<file path="src/rtl/twr_pkg.sv">
// Shared types and constants for the two-way ranging distance block.
`default_nettype none
package twr_pkg;

    localparam int TS_IN_BITS   = 40;
    localparam int TS_BITS_DEF  = 40;
    localparam int QUOT_BITS    = 12;
    localparam int N_PART       = 12;
    localparam int COEF_BITS    = 16;
    localparam logic [COEF_BITS-1:0] COEF_Q16 = 16'd30748;
    localparam int DIST_BITS    = 10;
    localparam logic [QUOT_BITS:0] MAX_DIST = 13'd1000;
    localparam int FIFO_DEPTH   = 2;

    typedef struct packed {
        logic [TS_IN_BITS-1:0] poll_tx_time;
        logic [TS_IN_BITS-1:0] poll_rx_time;
        logic [TS_IN_BITS-1:0] reply_tx_time;
        logic [TS_IN_BITS-1:0] reply_rx_time;
        logic [TS_IN_BITS-1:0] final_tx_time;
        logic [TS_IN_BITS-1:0] final_rx_time;
    } t_req;

    typedef struct packed {
        logic [DIST_BITS-1:0] distance_cm;
        logic                 valid_res;
    } t_res;

endpackage
`default_nettype wire

</file>
<file path="src/rtl/twr_front.sv">
// Front end: wrapped intervals, denominator and zero-denominator flag of one item.
`default_nettype none
module twr_front
    import twr_pkg::*;
#(
    parameter int TIMESTAMP_BITS = TS_BITS_DEF
) (
    input  var t_req                        i_req,
    output logic [5*TIMESTAMP_BITS+2:0]     o_job
);
    localparam int T = TIMESTAMP_BITS;

    logic [T-1:0] tp, rp, tr, rr, tf, rf;
    logic [T-1:0] round1, reply1, round2, reply2;
    logic [T+1:0] den;
    logic         zero;

    assign tp = T'(i_req.poll_tx_time);
    assign rp = T'(i_req.poll_rx_time);
    assign tr = T'(i_req.reply_tx_time);
    assign rr = T'(i_req.reply_rx_time);
    assign tf = T'(i_req.final_tx_time);
    assign rf = T'(i_req.final_rx_time);

    assign round1 = rr - tp;
    assign reply1 = tr - rp;
    assign round2 = rf - tr;
    assign reply2 = tf - rr;

    assign den  = (T+2)'(round1) + (T+2)'(reply1) + (T+2)'(round2) + (T+2)'(reply2);
    assign zero = ~(|{round1, reply1, round2, reply2});

    assign o_job = {zero, den, round1, reply1, round2, reply2};
endmodule
`default_nettype wire

</file>
<file path="src/rtl/twr_fifo.sv">
// Two-entry queue between the front end and the arithmetic back end.
`default_nettype none
module twr_fifo
    import twr_pkg::*;
#(
    parameter int WIDTH = 8
) (
    input  wire              i_clk,
    input  wire              i_rst_n,
    input  wire              i_push,
    input  wire [WIDTH-1:0]  i_data,
    input  wire              i_pop,
    output logic [WIDTH-1:0] o_data,
    output logic             o_full,
    output logic             o_empty
);
    localparam int PW = $clog2(FIFO_DEPTH);
    localparam int CW = $clog2(FIFO_DEPTH + 1);

    logic [WIDTH-1:0] r_mem [FIFO_DEPTH];
    logic [PW-1:0]    r_wr, r_rd;
    logic [CW-1:0]    r_cnt;
    logic             do_push, do_pop;

    assign o_full  = (r_cnt == CW'(FIFO_DEPTH));
    assign o_empty = (r_cnt == '0);
    assign do_push = i_push && !o_full;
    assign do_pop  = i_pop && !o_empty;
    assign o_data  = r_mem[r_rd];

    always_ff @(posedge i_clk) begin
        if (do_push) begin
            r_mem[r_wr] <= i_data;
        end
    end

    always_ff @(posedge i_clk) begin
        if (!i_rst_n) begin
            r_wr  <= '0;
            r_rd  <= '0;
            r_cnt <= '0;
        end else begin
            if (do_push) begin
                r_wr <= (r_wr == PW'(FIFO_DEPTH-1)) ? '0 : r_wr + 1'b1;
            end
            if (do_pop) begin
                r_rd <= (r_rd == PW'(FIFO_DEPTH-1)) ? '0 : r_rd + 1'b1;
            end
            r_cnt <= r_cnt + CW'(do_push) - CW'(do_pop);
        end
    end
endmodule
`default_nettype wire

</file>
<file path="src/rtl/twr_back.sv">
// Back end: numerator by shared multiplier, bit-serial quotient, scaling and checks.
`default_nettype none
module twr_back
    import twr_pkg::*;
#(
    parameter int TIMESTAMP_BITS = TS_BITS_DEF
) (
    input  wire                          i_clk,
    input  wire                          i_rst_n,
    input  wire                          i_empty,
    input  wire [5*TIMESTAMP_BITS+2:0]   i_job,
    output logic                         o_pop,
    output logic                         o_done,
    output t_res                         o_res
);
    localparam int T  = TIMESTAMP_BITS;
    localparam int H  = (T + 1) / 2;
    localparam int AW = 2 * T + 3;
    localparam int IW = $clog2(QUOT_BITS);
    localparam int PW = QUOT_BITS + 1 + COEF_BITS;

    typedef enum logic [7:0] {
        S_IDLE  = 8'b0000_0001,
        S_LOAD  = 8'b0000_0010,
        S_MUL   = 8'b0000_0100,
        S_ABS   = 8'b0000_1000,
        S_CHK   = 8'b0001_0000,
        S_DIV   = 8'b0010_0000,
        S_SCALE = 8'b0100_0000,
        S_OUT   = 8'b1000_0000
    } t_state;

    t_state           r_state;
    logic [3:0]       r_k;
    logic [IW-1:0]    r_i;
    logic             r_zero;
    logic [T+1:0]     r_den;
    logic [T-1:0]     r_round1, r_reply1, r_round2, r_reply2;
    logic [T-1:0]     r_m1, r_m2;
    logic             r_s1, r_s2;
    logic [2*H-1:0]   r_pp;
    logic [1:0]       r_pp_part;
    logic             r_pp_neg, r_ppv;
    logic [AW-1:0]    r_acc, r_rem, r_dsh;
    logic             r_neg, r_ovf;
    logic [QUOT_BITS-1:0] r_q;
    logic [PW-1:0]    r_prod;
    logic             r_done;
    t_res             r_res;

    logic [1:0]       prod_sel, part;
    logic [T-1:0]     opa, opb;
    logic             opsgn;
    logic [H-1:0]     a_h, b_h;
    logic [AW-1:0]    pp_ext;
    logic [QUOT_BITS:0] mag, scaled;
    logic             n_valid;
    logic             q_bit;

    assign prod_sel = r_k[3:2];
    assign part     = r_k[1:0];

    always_comb begin
        case (prod_sel)
            2'd0: begin
                opa = r_m1; opb = r_reply2; opsgn = r_s1;
            end
            2'd1: begin
                opa = r_m2; opb = r_reply1; opsgn = r_s2;
            end
            default: begin
                opa = r_m2; opb = r_m1; opsgn = r_s1 ^ r_s2;
            end
        endcase
    end

    assign a_h = part[1] ? H'(opa >> H) : H'(opa);
    assign b_h = part[0] ? H'(opb >> H) : H'(opb);

    always_comb begin
        case (r_pp_part)
            2'd0:    pp_ext = AW'(r_pp);
            2'd3:    pp_ext = AW'(r_pp) << (2 * H);
            default: pp_ext = AW'(r_pp) << H;
        endcase
    end

    assign q_bit  = (r_rem >= r_dsh);
    assign mag    = r_ovf ? (QUOT_BITS+1)'(1 << QUOT_BITS) : {1'b0, r_q};
    assign scaled = r_prod[PW-1:COEF_BITS];
    assign n_valid = !r_zero && !(r_neg && (scaled != '0)) && (scaled <= MAX_DIST);

    assign o_pop  = (r_state == S_IDLE) && !i_empty;
    assign o_done = r_done;
    assign o_res  = r_res;

    always_ff @(posedge i_clk) begin
        case (r_state)
            S_IDLE: begin
                if (!i_empty) begin
                    {r_zero, r_den, r_round1, r_reply1, r_round2, r_reply2} <= i_job;
                    r_neg <= 1'b0;
                end
            end
            S_LOAD: begin
                r_s1  <= r_round1 < r_reply1;
                r_s2  <= r_round2 < r_reply2;
                r_m1  <= (r_round1 < r_reply1) ? r_reply1 - r_round1 : r_round1 - r_reply1;
                r_m2  <= (r_round2 < r_reply2) ? r_reply2 - r_round2 : r_round2 - r_reply2;
                r_acc <= '0;
            end
            S_MUL: begin
                r_pp      <= a_h * b_h;
                r_pp_part <= part;
                r_pp_neg  <= opsgn;
                if (r_ppv) begin
                    r_acc <= r_pp_neg ? r_acc - pp_ext : r_acc + pp_ext;
                end
            end
            S_ABS: begin
                r_neg <= r_acc[AW-1];
                r_rem <= r_acc[AW-1] ? AW'(0) - r_acc : r_acc;
                r_dsh <= AW'(r_den) << (QUOT_BITS - 1);
            end
            S_CHK: begin
                r_ovf <= r_rem >= (AW'(r_den) << QUOT_BITS);
            end
            S_DIV: begin
                if (q_bit) begin
                    r_rem <= r_rem - r_dsh;
                end
                r_q   <= {r_q[QUOT_BITS-2:0], q_bit};
                r_dsh <= r_dsh >> 1;
            end
            S_SCALE: begin
                r_prod <= PW'(mag) * PW'(COEF_Q16);
            end
            default: begin
            end
        endcase
        if (r_state == S_OUT) begin
            r_res.valid_res   <= n_valid;
            r_res.distance_cm <= n_valid ? DIST_BITS'(scaled) : '0;
        end
    end

    always_ff @(posedge i_clk) begin
        if (!i_rst_n) begin
            r_state <= S_IDLE;
            r_k     <= '0;
            r_i     <= '0;
            r_ppv   <= 1'b0;
            r_done  <= 1'b0;
        end else begin
            r_done <= 1'b0;
            unique case (r_state)
                S_IDLE: begin
                    if (!i_empty) begin
                        r_state <= i_job[5*T+2] ? S_OUT : S_LOAD;
                    end
                end
                S_LOAD: begin
                    r_k     <= '0;
                    r_ppv   <= 1'b0;
                    r_state <= S_MUL;
                end
                S_MUL: begin
                    r_ppv <= (r_k < 4'(N_PART));
                    r_k   <= r_k + 1'b1;
                    if (r_k == 4'(N_PART)) begin
                        r_state <= S_ABS;
                    end
                end
                S_ABS: begin
                    r_state <= S_CHK;
                end
                S_CHK: begin
                    r_i     <= '0;
                    r_state <= S_DIV;
                end
                S_DIV: begin
                    r_i <= r_i + 1'b1;
                    if (r_i == IW'(QUOT_BITS - 1)) begin
                        r_state <= S_SCALE;
                    end
                end
                S_SCALE: begin
                    r_state <= S_OUT;
                end
                S_OUT: begin
                    r_done  <= 1'b1;
                    r_state <= S_IDLE;
                end
                default: begin
                    r_state <= S_IDLE;
                end
            endcase
        end
    end
endmodule
`default_nettype wire

</file>
<file path="src/rtl/twr_distance_from_timestamps.sv">
// Top level of the double-sided two-way ranging distance block.
// An item of six timestamps is taken when start is high and busy is low; busy
// rises only when the two-entry queue behind the front end is full. Each item
// gives one result, shown for one cycle with o_done; the receiver cannot stall
// it. The back end works on one item at a time (it pops the queue only when idle):
// load, numerator on the shared half-width multiplier, absolute value, overflow
// check, the one-bit-per-cycle quotient, scaling and output; an item whose
// intervals are all zero goes straight to output.
`default_nettype none
module twr_distance_from_timestamps
    import twr_pkg::*;
#(
    parameter int TIMESTAMP_BITS = TS_BITS_DEF
) (
    input  wire      i_clk,
    input  wire      i_rst_n,
    input  wire      start,
    input  var t_req i_req,
    output logic     busy,
    output logic     o_done,
    output t_res     o_res
);
    localparam int JW = 5 * TIMESTAMP_BITS + 3;

    logic [JW-1:0] job_in, job_out;
    logic          full, empty, pop;

    twr_front #(.TIMESTAMP_BITS(TIMESTAMP_BITS)) u_front (
        .i_req (i_req),
        .o_job (job_in)
    );

    twr_fifo #(.WIDTH(JW)) u_fifo (
        .i_clk   (i_clk),
        .i_rst_n (i_rst_n),
        .i_push  (start),
        .i_data  (job_in),
        .i_pop   (pop),
        .o_data  (job_out),
        .o_full  (full),
        .o_empty (empty)
    );

    twr_back #(.TIMESTAMP_BITS(TIMESTAMP_BITS)) u_back (
        .i_clk   (i_clk),
        .i_rst_n (i_rst_n),
        .i_empty (empty),
        .i_job   (job_out),
        .o_pop   (pop),
        .o_done  (o_done),
        .o_res   (o_res)
    );

    assign busy = full;
endmodule
`default_nettype wire

</file>
<file path="config.mk">
export PLATFORM = sky130hd
export DESIGN_NAME = twr_distance_from_timestamps
export DESIGN_NICKNAME = d
export VERILOG_FILES = /design/src/rtl/twr_pkg.sv /design/src/rtl/twr_front.sv /design/src/rtl/twr_fifo.sv /design/src/rtl/twr_back.sv /design/src/rtl/twr_distance_from_timestamps.sv
export SDC_FILE = /design/constraint.sdc
export NUM_CORES = 2
export LEC_CHECK = 0
export BUFFER_PORTS_ARGS = -buffer_cell sky130_fd_sc_hd__buf_4
export CORE_MARGIN = 8
export CORE_UTILIZATION = 34
export CTS_BUF_LIST = sky130_fd_sc_hd__clkbuf_8
export DETAILED_ROUTE_END_ITERATION = 10
export GPL_TIMING_DRIVEN = 0
export HOLD_SLACK_MARGIN = 0.15
export SYNTH_ARGS = -nofsm -noshare
export SYNTH_HDL_FRONTEND = slang
export SYNTH_SLANG_ARGS = --single-unit
</file>
<file path="constraint.sdc">
create_clock -name i_clk -period 11.5 [get_ports i_clk]
set_input_delay 1.725 -clock i_clk [delete_from_list [all_inputs] [get_ports i_clk]]
set_output_delay 1.725 -clock i_clk [all_outputs]
set_load 0.005 [all_outputs]
</file>
==> flow_summary.yaml <==
final_layout:
  drive_gt1_share_pct: 8.62
  areaGrowthSynthToFinish_pct: 11.5
  nets: 11200
  fillers: 25900
worst_setup_path:
  worst_path_max_delay_cell: "o311ai_0"
  rr_worst_depth: 32
  cpPeakStageDelay_ns: 0.76
  rrSetupSlack_ns: 0.50
  crit-reg2reg-launch: "u_back.r_k[0]$_SDFFE_PN0P_"
  critPathBufInv: 10
  cp-start-kind: "register"
  cp_top_family: "adder cells"
  arrival_ns: 11.66
  path_max_fanout: 10
  reg2reg_to: "u_back.r_pp[38]$_DFFE_PP_"
  end_kind: "register"
  critPathRequiredTime_ns: 12.16
  critPathKind: "register to register"
  cpMostUsedCell: "fa_1"
yosys:
  yosysWarnings: 0
  syn-mean-instance-area_sq_um: 9.54
  synthesis.area_sq_um: 88600
  synth_cells: 9283
  synthFlopType: "edfxtp_1"
  ys_seq_area_share_pct: 34.1
  synth_cell_type_count: 105
  ys_ff_latch: 1013
  synth_nets: 10800
  synth_edf_count: 990
  async_flop_share_pct: 0
global_routing:
  grt_pass1_vias: 73000
  grt_max_degree: 121
  grt_first_pass_wirelength_mm: 460
  antenna_found_initial: 11
  grt_usage_pct: 21.6
  grt_overflow_total: 0
routing:
  ant_nets: 0
  num_vias: 72300
  drc: 0
  wl_per_cell_um: 23.4
  wirelength_mm: 311
  vias_per_cell: 5.45
  initialDrtViolationCount: 6016
  drtPass1Iterations: 6
timing:
  clock.fmax_mhz: 90.9
  tightest_slew_ns: 1.39
  fin_crit_ns: 11.00
  min_period_over_period_pct: 95.7
  rsz0062_at_grt: "false"
  relSlewSlack_pct: 7.00
  hold_viol: 0
  drv_slew: 0
  setup_tns_ns: 0
  fin_skew_ns: 0.0769
  setup_viol: 0
clock_network:
  cts_max_level: 4
  cts_tree: "built"
  worstSkewPairLatency_ns: 0.96
  cts_resized: 0
  cts_sinks: 1013
  numCtsBuffers: 176
  clock_path_buffers: 3
  cts_setup_buffers: 0
  path_clk_slew_ns: 0.06
  root_buffer: "clkbuf_8"
  cts_hold_buffers: 0
hold_path:
  hold-path-endpoint: "u_back.r_q[2]$_DFFE_PP_"
  min-delay-start: "u_back.r_q[1]$_DFFE_PP_"
  holdCritPathClass: "register to register"
  hold_path_depth: 0
die:
  initial_core_util_pct: 34.2
  die_w_um: 526
  core_area_sq_um: 259000
  die_area_sq_um: 277000
  fp-row-count: 187
  pin_count: 256
  die_y_um: 526
placement:
  io_buffers: 255
  globalplace.congestion: 0.978
  hpwlAfterDp_mm: 255
job:
  maxCapViolCount: 0
run_status:
  status: "completed"
==> Yosys cell counts, drive strengths merged, types with 60 or more instances <==
cell type  count  area, sq um
nand2b       112          701
edfxtp       990        29700
nand2        716         2700
fa           413         8270
nand3        125          626
a211oi        60          455
o21a         107          806
and3          66          413
mux2         209         2350
a31oi         66          419
ha           818        10200
a21o         325         2440
nor3         143          716
nor2b         97          607
xnor2        381         3340
clkbuf       300         1130
a21oi        663         3320
nor2         808         3040
nand4        104          651
o21ai        506         2540
xor2         219         1920
inv         1088         4080
o21bai        82          619
==> logic make-up (layout without fill, tap and decap cells) <==
| logic type | after synthesis | in the layout | synth area share, % |
|---|---|---|---|
| mux | 282 | 282 | 3.76 |
| fa+ha+maj | 1231 | 1231 | 20.9 |
| compound gates | 2223 | 2223 | 15.9 |
| buf+inv | 1428 | 2009 | 6.07 |
| simple gates | 2505 | 2505 | 13.3 |
| xor+xnor | 600 | 600 | 5.93 |
| other cells | 1 | 5 | 0.00423 |
| flops | 1013 | 1013 | 34.1 |
==> routing by layer <==
layer	wire length, um	vias to the layer above	share of wire (%)	track usage [%]
li1	-	33600	-	-
met2	144000	2752	46	36.2
met4	13300	4	4.3	8.23
met1	134000	35400	43	28.1
met3	19100	574	6.2	3.20
met5	27	-	0.0087	0
==> cell type report <==
| class | instances | area, sq um | area share (%) |
|---|---|---|---|
| clock buffer | 178 | 2450 | 2.48 |
| inverter | 1089 | 4100 | 4.15 |
| sequential | 1013 | 30200 | 30.6 |
| tap | 3402 | 4260 | 4.31 |
| antenna | 4 | 10.0 | 0.0101 |
| multi-input combinational | 6842 | 53100 | 53.7 |
| buffer | 339 | 1290 | 1.31 |
| timing repair buffer | 273 | 2320 | 2.35 |
| clock inverter | 130 | 1100 | 1.12 |
==> worst max path at each step <==
stage	from	cells past startpoint	slack [ns]	endpoint
after floorplan	start	2	0.50	u_fifo.r_mem[0][0]$_DFFE_PP_
after global placement	start	3	-4.91	u_fifo.r_mem[0][153]$_DFFE_PP_
after CTS	u_back.r_k[0]$_SDFFE_PN0P_	30	0.61	u_back.r_pp[38]$_DFFE_PP_
final	u_back.r_k[0]$_SDFFE_PN0P_	32	0.50	u_back.r_pp[38]$_DFFE_PP_
after detailed placement	i_req[120]	36	0.22	u_fifo.r_mem[0][196]$_DFFE_PP_
after global routing	u_back.r_k[0]$_SDFFE_PN0P_	30	0.07	u_back.r_pp[38]$_DFFE_PP_
==> through the flow <==
step	instance area, sq um	std cells	util [%]	hold WS [ns]	worst slack [ns]
CTS	98700	13300	38.1	0.451	0.609
global placement	94700	12900	36.5	0.426	-4.91
finish	98800	13300	38.1	0.450	0.496
floorplan	88600	9283	-	0.418	0.504
detailed placement	95200	13000	36.7	0.431	0.217
global route	98800	13300	38.1	0.461	0.0711
==> worst reg2reg max path, delay by kind of cell (launching register included) <==
family	cells	cell delay, ns
flops	1	0.56
buf+inv	10	2.74
compound gates	7	2.44
mux	1	0.27
fa+ha+maj	8	3.86
xor+xnor	1	0.12
simple gates	5	0.82
==> cells in the final DEF, fill, tap and decap left out, drive strengths merged, types with 107 or more instances in the layout <==
| master | n |
|---|---|
| nor3 | 143 |
| buf | 311 |
| fa | 413 |
| nor2 | 808 |
| a21oi | 663 |
| inv | 1134 |
| o21ai | 506 |
| a21o | 325 |
| nand3 | 125 |
| clkbuf | 478 |
| xor2 | 219 |
| o21a | 107 |
| edfxtp | 990 |
| ha | 818 |
| nand2b | 112 |
| nand2 | 716 |
| mux2 | 209 |
| xnor2 | 381 |
==> state kept, by name (all words and copies together), names as in the netlist, 42 cells and up, named ones only <==
signal,count
u_back.r_den,42
u_fifo.r_mem,406
u_back.r_rem,83
u_back.r_acc,83
u_back.r_dsh,53
Power is not shown: default switching activity piles up to over one toggle a cycle in this logic, so the estimate is an artifact.
